`src/infix_to_postfix_converter_defines.svh`:
```
// Assertion macros for the infix-to-postfix converter.
// Used by the top level; expects clk and rst_n in scope.
`ifndef INFIX_TO_POSTFIX_CONVERTER_DEFINES_SVH
`define INFIX_TO_POSTFIX_CONVERTER_DEFINES_SVH

// property checked every cycle outside reset
`define I2P_ASSERT(lbl, prop, msg) \
  lbl: assert property (@(posedge clk) disable iff (!rst_n) (prop)) else $error(msg);

// condition implies an expression in the next cycle
`define I2P_ASSERT_NEXT(lbl, cond, expr, msg) \
  lbl: assert property (@(posedge clk) disable iff (!rst_n) (cond) |=> (expr)) else $error(msg);

`endif

```
`src/i2p_pkg.sv`:
```
// Shared constants, types and the precedence function of the converter.
// No dependencies.
package i2p_pkg;

  localparam int STACK_DEPTH_DEF = 32;

  localparam logic [7:0] CH_OPEN  = 8'h28;
  localparam logic [7:0] CH_CLOSE = 8'h29;
  localparam logic [7:0] CH_MUL   = 8'h2A;
  localparam logic [7:0] CH_ADD   = 8'h2B;
  localparam logic [7:0] CH_SUB   = 8'h2D;
  localparam logic [7:0] CH_DIV   = 8'h2F;

  localparam logic [1:0] ERR_NONE     = 2'd0;
  localparam logic [1:0] ERR_OVERFLOW = 2'd1;
  localparam logic [1:0] ERR_CLOSE    = 2'd2;
  localparam logic [1:0] ERR_OPEN     = 2'd3;

  localparam logic [1:0] RANK_OPEN = 2'd0;
  localparam logic [1:0] RANK_ADD  = 2'd1;
  localparam logic [1:0] RANK_MUL  = 2'd2;

  typedef struct packed {
    logic is_open;
    logic pop;
  } cmp_res_t;

  function automatic logic [1:0] op_rank(input logic [7:0] c);
    logic [1:0] r;
    r = RANK_OPEN;
    case (c) inside
      CH_ADD, CH_SUB: r = RANK_ADD;
      CH_MUL, CH_DIV: r = RANK_MUL;
      default:        r = RANK_OPEN;
    endcase
    return r;
  endfunction

endpackage

```
`src/i2p_stack.sv`:
```
// Operator stack storage: single write port, registered read port.
// Depends on nothing but its parameter.
module i2p_stack #(
  parameter int DEPTH = 32
) (
  input  logic                     clk,
  input  logic                     wr_en,
  input  logic [$clog2(DEPTH)-1:0] wr_addr,
  input  logic [7:0]               wr_data,
  input  logic                     rd_en,
  input  logic [$clog2(DEPTH)-1:0] rd_addr,
  output logic [7:0]               rd_data
);

  logic [7:0] mem [DEPTH];

  always_ff @(posedge clk) begin
    if (wr_en) begin
      mem[wr_addr] <= wr_data;
    end
  end

  always_ff @(posedge clk) begin
    if (rd_en) begin
      rd_data <= mem[rd_addr];
    end
  end

endmodule

```
`src/i2p_rank_cmp.sv`:
```
// Precedence compare unit, used once per popped stack entry.
// Depends on i2p_pkg.
module i2p_rank_cmp
  import i2p_pkg::*;
(
  input  logic [7:0] top_char,
  input  logic [1:0] in_rank,
  output cmp_res_t   res
);

  logic [1:0] top_rank;

  assign top_rank    = op_rank(top_char);
  assign res.is_open = (top_char == CH_OPEN);
  assign res.pop     = (top_char != CH_OPEN) && (top_rank >= in_rank);

endmodule

```
`src/infix_to_postfix_converter.sv`:
```
// Top level of the shunting-yard infix-to-postfix converter: sequencer,
// result hold stage and output register. Depends on i2p_pkg, i2p_stack,
// i2p_rank_cmp and infix_to_postfix_converter_defines.svh.
//
//  channel  | handshake           | payload
//  ---------+---------------------+-----------------------------------------
//  in       | in_valid / in_stall | in_char, in_end_of_expr
//  out      | out_valid/out_stall | out_char, out_char_valid, out_is_last,
//           |                     | out_error_code
//
// Operand: TAIL. '(': PUSH, TAIL. ')': RD and CHK per popped entry, then TAIL.
// Operator: RD and CHK per popped entry, then PUSH and TAIL; the stack RAM's
// registered read sets the pop pace. End flushes via RD and CHK, then LAST.
// Every result passes a one-deep hold stage so that the final one can be
// marked last; a stalled output holds the sequencer until the register frees.
// Synchronous reset empties the stack and clears the error; no clearing pass.
`include "infix_to_postfix_converter_defines.svh"

module infix_to_postfix_converter
  import i2p_pkg::*;
#(
  parameter int STACK_DEPTH = STACK_DEPTH_DEF
) (
  input  logic       clk,
  input  logic       rst_n,
  input  logic       in_valid,
  output logic       in_stall,
  input  logic [7:0] in_char,
  input  logic       in_end_of_expr,
  output logic       out_valid,
  input  logic       out_stall,
  output logic [7:0] out_char,
  output logic       out_char_valid,
  output logic       out_is_last,
  output logic [1:0] out_error_code
);

  localparam int LVL_W  = $clog2(STACK_DEPTH + 1);
  localparam int ADDR_W = $clog2(STACK_DEPTH);

  typedef enum logic [5:0] {
    S_IDLE = 6'b000001,
    S_RD   = 6'b000010,
    S_CHK  = 6'b000100,
    S_PUSH = 6'b001000,
    S_TAIL = 6'b010000,
    S_LAST = 6'b100000
  } state_t;

  typedef enum logic [1:0] {
    MODE_OP    = 2'd0,
    MODE_CLOSE = 2'd1,
    MODE_END   = 2'd2
  } mode_t;

  state_t           state_r, state_nxt;
  mode_t            mode_r, mode_nxt;
  logic [7:0]       char_r, char_nxt;
  logic             end_r, end_nxt;
  logic [1:0]       rank_r, rank_nxt;
  logic [LVL_W-1:0] level_r, level_nxt;
  logic [1:0]       err_r, err_nxt;
  logic             pend_v_r, pend_v_nxt;
  logic [7:0]       pend_char_r, pend_char_nxt;
  logic             out_valid_r, out_valid_nxt;
  logic [7:0]       out_char_r, out_char_nxt;
  logic             out_cv_r, out_cv_nxt;
  logic             out_last_r, out_last_nxt;
  logic [1:0]       out_err_r, out_err_nxt;

  logic             out_free;
  logic             can_emit;
  logic             emit_req;
  logic [7:0]       emit_ch;
  logic             wr_en, rd_en;
  logic [7:0]       rd_data;
  logic [LVL_W-1:0] level_m1;
  logic             stack_full;
  cmp_res_t         cmp;

  assign level_m1   = level_r - LVL_W'(1);
  assign stack_full = (level_r == LVL_W'(STACK_DEPTH));
  assign out_free   = !out_valid_r || !out_stall;
  assign can_emit   = !pend_v_r || out_free;

  i2p_stack #(
    .DEPTH (STACK_DEPTH)
  ) u_stack (
    .clk     (clk),
    .wr_en   (wr_en),
    .wr_addr (level_r[ADDR_W-1:0]),
    .wr_data (char_r),
    .rd_en   (rd_en),
    .rd_addr (level_m1[ADDR_W-1:0]),
    .rd_data (rd_data)
  );

  i2p_rank_cmp u_cmp (
    .top_char (rd_data),
    .in_rank  (rank_r),
    .res      (cmp)
  );

  always_comb begin
    state_nxt     = state_r;
    mode_nxt      = mode_r;
    char_nxt      = char_r;
    end_nxt       = end_r;
    rank_nxt      = rank_r;
    level_nxt     = level_r;
    err_nxt       = err_r;
    pend_v_nxt    = pend_v_r;
    pend_char_nxt = pend_char_r;
    out_valid_nxt = out_valid_r;
    out_char_nxt  = out_char_r;
    out_cv_nxt    = out_cv_r;
    out_last_nxt  = out_last_r;
    out_err_nxt   = out_err_r;
    wr_en         = 1'b0;
    rd_en         = 1'b0;
    emit_req      = 1'b0;
    emit_ch       = rd_data;

    if (out_valid_r && !out_stall) begin
      out_valid_nxt = 1'b0;
    end

    unique case (state_r)
      S_IDLE: begin
        if (in_valid) begin
          char_nxt = in_char;
          end_nxt  = in_end_of_expr;
          rank_nxt = op_rank(in_char);
          case (in_char) inside
            CH_OPEN: begin
              state_nxt = S_PUSH;
            end
            CH_ADD, CH_SUB, CH_MUL, CH_DIV: begin
              mode_nxt  = MODE_OP;
              state_nxt = S_RD;
            end
            CH_CLOSE: begin
              mode_nxt  = MODE_CLOSE;
              state_nxt = S_RD;
            end
            default: begin
              pend_v_nxt    = 1'b1;
              pend_char_nxt = in_char;
              state_nxt     = S_TAIL;
            end
          endcase
        end
      end
      S_RD: begin
        if (level_r == '0) begin
          unique case (mode_r)
            MODE_OP:    state_nxt = S_PUSH;
            MODE_CLOSE: begin
              if (err_r == ERR_NONE) err_nxt = ERR_CLOSE;
              state_nxt = S_TAIL;
            end
            MODE_END:   state_nxt = S_LAST;
            default:    state_nxt = S_LAST;
          endcase
        end else begin
          rd_en     = 1'b1;
          state_nxt = S_CHK;
        end
      end
      S_CHK: begin
        unique case (mode_r)
          MODE_OP: begin
            if (!cmp.pop) begin
              state_nxt = S_PUSH;
            end else if (can_emit) begin
              emit_req  = 1'b1;
              level_nxt = level_m1;
              state_nxt = S_RD;
            end
          end
          MODE_CLOSE: begin
            if (cmp.is_open) begin
              level_nxt = level_m1;
              state_nxt = S_TAIL;
            end else if (can_emit) begin
              emit_req  = 1'b1;
              level_nxt = level_m1;
              state_nxt = S_RD;
            end
          end
          default: begin
            if (cmp.is_open) begin
              if (err_r == ERR_NONE) err_nxt = ERR_OPEN;
              level_nxt = level_m1;
              state_nxt = S_RD;
            end else if (can_emit) begin
              emit_req  = 1'b1;
              level_nxt = level_m1;
              state_nxt = S_RD;
            end
          end
        endcase
      end
      S_PUSH: begin
        if (!stack_full) begin
          wr_en     = 1'b1;
          level_nxt = level_r + LVL_W'(1);
        end else if (err_r == ERR_NONE) begin
          err_nxt = ERR_OVERFLOW;
        end
        state_nxt = S_TAIL;
      end
      S_TAIL: begin
        if (end_r) begin
          mode_nxt  = MODE_END;
          state_nxt = S_RD;
        end else if (!pend_v_r) begin
          state_nxt = S_IDLE;
        end else if (out_free) begin
          out_valid_nxt = 1'b1;
          out_char_nxt  = pend_char_r;
          out_cv_nxt    = 1'b1;
          out_last_nxt  = 1'b0;
          out_err_nxt   = ERR_NONE;
          pend_v_nxt    = 1'b0;
          state_nxt     = S_IDLE;
        end
      end
      S_LAST: begin
        if (out_free) begin
          out_valid_nxt = 1'b1;
          out_char_nxt  = pend_v_r ? pend_char_r : 8'h00;
          out_cv_nxt    = pend_v_r;
          out_last_nxt  = 1'b1;
          out_err_nxt   = err_r;
          pend_v_nxt    = 1'b0;
          err_nxt       = ERR_NONE;
          level_nxt     = '0;
          state_nxt     = S_IDLE;
        end
      end
      default: state_nxt = S_IDLE;
    endcase

    // hold stage: an older held result moves on when a new one arrives
    if (emit_req) begin
      if (pend_v_r) begin
        out_valid_nxt = 1'b1;
        out_char_nxt  = pend_char_r;
        out_cv_nxt    = 1'b1;
        out_last_nxt  = 1'b0;
        out_err_nxt   = ERR_NONE;
      end
      pend_v_nxt    = 1'b1;
      pend_char_nxt = emit_ch;
    end
  end

  always_ff @(posedge clk) begin
    if (!rst_n) begin
      state_r     <= S_IDLE;
      mode_r      <= MODE_OP;
      level_r     <= '0;
      err_r       <= ERR_NONE;
      pend_v_r    <= 1'b0;
      out_valid_r <= 1'b0;
    end else begin
      state_r     <= state_nxt;
      mode_r      <= mode_nxt;
      level_r     <= level_nxt;
      err_r       <= err_nxt;
      pend_v_r    <= pend_v_nxt;
      out_valid_r <= out_valid_nxt;
    end
  end

  always_ff @(posedge clk) begin
    char_r      <= char_nxt;
    end_r       <= end_nxt;
    rank_r      <= rank_nxt;
    pend_char_r <= pend_char_nxt;
    out_char_r  <= out_char_nxt;
    out_cv_r    <= out_cv_nxt;
    out_last_r  <= out_last_nxt;
    out_err_r   <= out_err_nxt;
  end

  assign in_stall       = (state_r != S_IDLE);
  assign out_valid      = out_valid_r;
  assign out_char       = out_char_r;
  assign out_char_valid = out_cv_r;
  assign out_is_last    = out_last_r;
  assign out_error_code = out_err_r;

  `I2P_ASSERT(a_level_bound, level_r <= LVL_W'(STACK_DEPTH), "stack level beyond depth")
  `I2P_ASSERT(a_err_only_last, (out_valid_r && !out_last_r) |-> (out_err_r == ERR_NONE), "error code on non-last item")
  `I2P_ASSERT_NEXT(a_busy_after_accept, in_valid && !in_stall, state_r != S_IDLE, "accepted item not processed")
  `I2P_ASSERT_NEXT(a_err_sticky, (err_r != ERR_NONE) && (state_r != S_LAST), $stable(err_r), "error code changed mid expression")

endmodule

```
`config.mk`:
```
export PLATFORM = sky130hd
export DESIGN_NAME = infix_to_postfix_converter
export DESIGN_NICKNAME = d
export VERILOG_FILES = /design/src/i2p_pkg.sv /design/src/i2p_stack.sv /design/src/i2p_rank_cmp.sv /design/src/infix_to_postfix_converter.sv
export VERILOG_INCLUDE_DIRS = /design/src /design/src/src
export SDC_FILE = /design/constraint.sdc
export NUM_CORES = 1
export LEC_CHECK = 0
export ABC_AREA = 1
export BUFFER_PORTS_ARGS = -buffer_cell sky130_fd_sc_hd__buf_2
export CAP_MARGIN = 40
export CORE_ASPECT_RATIO = 0.7
export CORE_MARGIN = 8
export CORE_UTILIZATION = 49
export CTS_CLUSTER_DIAMETER = 80
export DETAILED_ROUTE_END_ITERATION = 8
export SKIP_LAST_GASP = 1
export SLEW_MARGIN = 10
export SYNTH_ARGS = -nofsm -noshare
export SYNTH_HDL_FRONTEND = slang
export SYNTH_SLANG_ARGS = --single-unit
export TNS_END_PERCENT = 1
```
`constraint.sdc`:
```
create_clock -name clk -period 2.8 [get_ports clk]
set_input_delay 0.42 -clock clk [delete_from_list [all_inputs] [get_ports clk]]
set_output_delay 0.42 -clock clk [all_outputs]
set_load 0.01 [all_outputs]
```
==> results.tsv <==
metric	value	unit
outcome	finished clean	
Core Area	0.0267	mm2
DP Wirelength	20600	um
CP max stage delay	360	ps
P_leak	5.54	nW
critical path class	flop to flop	
initial antenna violation count	0	
largest net degree at the start of global routing	135	
period utilization	90.2	%
Post-synth EDFFs	283	
final core utilization	56.8	%
Yosys cell types	38	
clk buf depth	3	
GPL Wtd Cong	0.939	
sum of negative setup slack	0	ps
DR iter-0 viols	777	
RSZ-0062 raised after global routing	no	
final setup margin	275	ps
fill count	2293	
GRT Total Usage	20.0	%
clock-pin transition on the worst setup and hold timing paths	60	ps
layout cell share with drive strength beyond 1	12.6	%
area occupied by multi-input gates	0.00370	mm2
Place WS	107	ps
CTS tree	yes	
H-tree depth	1	
Peak Freq	396	MHz
CP arrival	2830	ps
first-pass GRT wire length	50900	um
antenna-violating nets left	0	
Die X	213	um
initial core utilization	49.7	%
Rel. slew slack	57.1	%
Diodes inserted	0	
total CTS buffers	30	
Main synth FF type	edfxtp_1	
FF/Latch Area	0.00910	mm2
Area contributors post-synth	edfxtp_1 (64%), nor2_1 (7.8%), o21ai_0 (6.4%)	
Tmin final	2530	ps
global route overflow	0	
DRC	0	
Mapped Area	0.0133	mm2
placed insts	1601	
Pre-Repair DR Iteration Count	5	
final hold violations	0	
vias	9151	
Ports	27	
Die Span Y	154	um
critical path endpoint category	flop	
syn nets	1223	
clock root buffer	clkbuf_16	
row cnt	50	
syn_area_per_cell	11.0	um2
final setup fails	0	
worst r2r path cells	13	
wire per inst	19.7	um
CTS resizes	0	
worst path cell trace	inv_1 > nand2_1 > nor2_2 > inv_1 > a2111oi_1 > ha_1 > o21ai_0 > nand2_1 > nor2_2 > nor2_4 > nand2_2 > o31ai_1 > buf_2	
final non-filler cell total	1654	
Worst Path Max Fanout	6	
post-synthesis sequential area ratio	68.5	%
Mapped Cells	1204	
Critical Path RT	3110	ps
# hold bufs at CTS	0	
Hold/Removal Path Class	input pin to flop	
TritonCTS Sinks	313	
setup bufs post-CTS	0	
Max VDD drop	0.437	mV
vias in the first global route	8792	
Yosys warnings	0	
Worst Tran Pin Value	644	ps
synthesis-stage register bit count	313	
Pwr Density	700	mW/mm2
type of origin of the critical path	flop	
number of nets in the layout	1288	
total wire length	32500	um
synth-to-layout area growth	14.1	%
WHS Path Cells	1	
area share of the largest cell type after synthesis	64.0	%
post-synth top area cell	edfxtp_1	
FFs w/ async S/R, synth	0	%
max-cap viol count	0	
Avg Vias per Cell	5.53	
hold_ws	39.3	ps
slowest stage cell, crit path	edfxtp_1	
Final Skew	7.36	ps
Buffers on Ports	26	
clock latency at the later pin of the worst-skew pair	560	ps
die area	0.0327	mm2
Final Slew Violations	0	
flip-flops by register name, indices dropped and copies added (netlist names):
signal and cells:
char_r 8, out_error_code 2, out_valid 1, out_char_valid 1, pend_char_r 8, out_char 8
level_r 6, pend_v_r 1, err_r 2, mode_r 2, u_stack.mem 256, rank_r 2
state_r 6, out_is_last 1, u_stack.rd_data 8, end_r 1
cell families (layout without fill, tap and decap cells):
family | count (synthesis) | after routing | share of synthesized area (%)
xor+xnor | 2 | 2 | 0.330
flops | 313 | 313 | 68.5
compound gates | 282 | 282 | 12.3
simple gates | 473 | 473 | 14.3
fa+ha+maj | 6 | 6 | 0.565
mux | 1 | 1 | 0.113
buf+inv | 127 | 213 | 3.90
power breakdown:
part	switching (mW)	leakage, nW	total (mW)	internal (mW)
Clock	1.68	0.470	4.05	2.36
Sequential	0.0727	2.80	5.52	5.45
Combinational	0.778	2.27	1.04	0.264
Total	2.53	5.54	10.6	8.08
stage by stage:
step	instance area [um2]	total power, mW
final	15200	10.6
after global routing	15200	11.0
after CTS	15200	10.7
after detailed placement	14200	6.65
after global placement	14200	6.64
after floorplan	13300	6.19
cell usage in the layout (no fill, tap or decap), types with 2 or more instances in the layout:
master,count
o21ai_1,11
clkbuf_1,7
nand2_1,133
nor3_1,6
buf_2,27
o21ai_0,171
inv_2,4
buf_4,56
dfxtp_1,29
buf_12,5
ha_1,5
nand4_1,8
clkinv_1,5
o211ai_1,64
clkinvlp_4,2
o21a_1,2
inv_1,66
a22oi_1,2
a31oi_1,2
bufinv_16,3
edfxtp_1,283
clkbuf_8,3
clkinv_2,3
nand2_2,3
nor2_1,274
xor2_4,2
o21ai_2,9
a21oi_1,8
clkbuf_16,31
nand3_2,2
o22ai_1,10
nor2_2,6
nand3_1,37
layout make-up:
class | count | share of cell area (%)
clock inverters | 12 | 0.883
flip-flops and latches | 313 | 60.0
repair buffers | 88 | 4.32
clock buffers | 41 | 5.56
inverters | 72 | 1.81
multi-input cells | 764 | 24.4
well taps | 364 | 3.00
cells in the mapped netlist, types with 6 or more instances:
cell / instances
a21oi_1: 8
buf_2: 18
clkbuf_1: 29
dfxtp_1: 30
edfxtp_1: 283
ha_1: 6
inv_1: 66
nand2_1: 133
nand3_1: 37
nand4_1: 8
nor2_1: 276
nor3_1: 6
o211ai_1: 64
o21ai_0: 171
o21ai_1: 11
o21ai_2: 9
o22ai_1: 10
worst max-delay path: cells and delay by family, from the launching register on:
| family | cells | cell delay, ps |
|---|---|---|
| AOI/OAI and AO/OA | 3 | 530 |
| adders and majority gates | 1 | 300 |
| buffers and inverters | 3 | 350 |
| DFF | 1 | 360 |
| and+or+nand+nor | 6 | 730 |
layer usage:
layer	GRT usage, %	up-vias	wire [um]
met3	4.20	54	2450
met2	28.4	300	13500
met1	30.6	4414	15900
met4	5.28	0	741
met5	0	-	0
li1	-	4383	-
worst paths after layout:
check	end	slack, ps	from
worst max register to register	pend_char_r[5]$_DFFE_PP_	270	u_stack.rd_data[4]$_DFFE_PP_
worst min register to register	out_char[7]$_DFF_P_	480	out_char[7]$_DFF_P_
worst min-delay path	end_r$_DFFE_PP_	40	in_end_of_expr
worst max-delay path	pend_char_r[5]$_DFFE_PP_	270	u_stack.rd_data[4]$_DFFE_PP_
No activity file was read; power rests on OpenSTA's default activity.
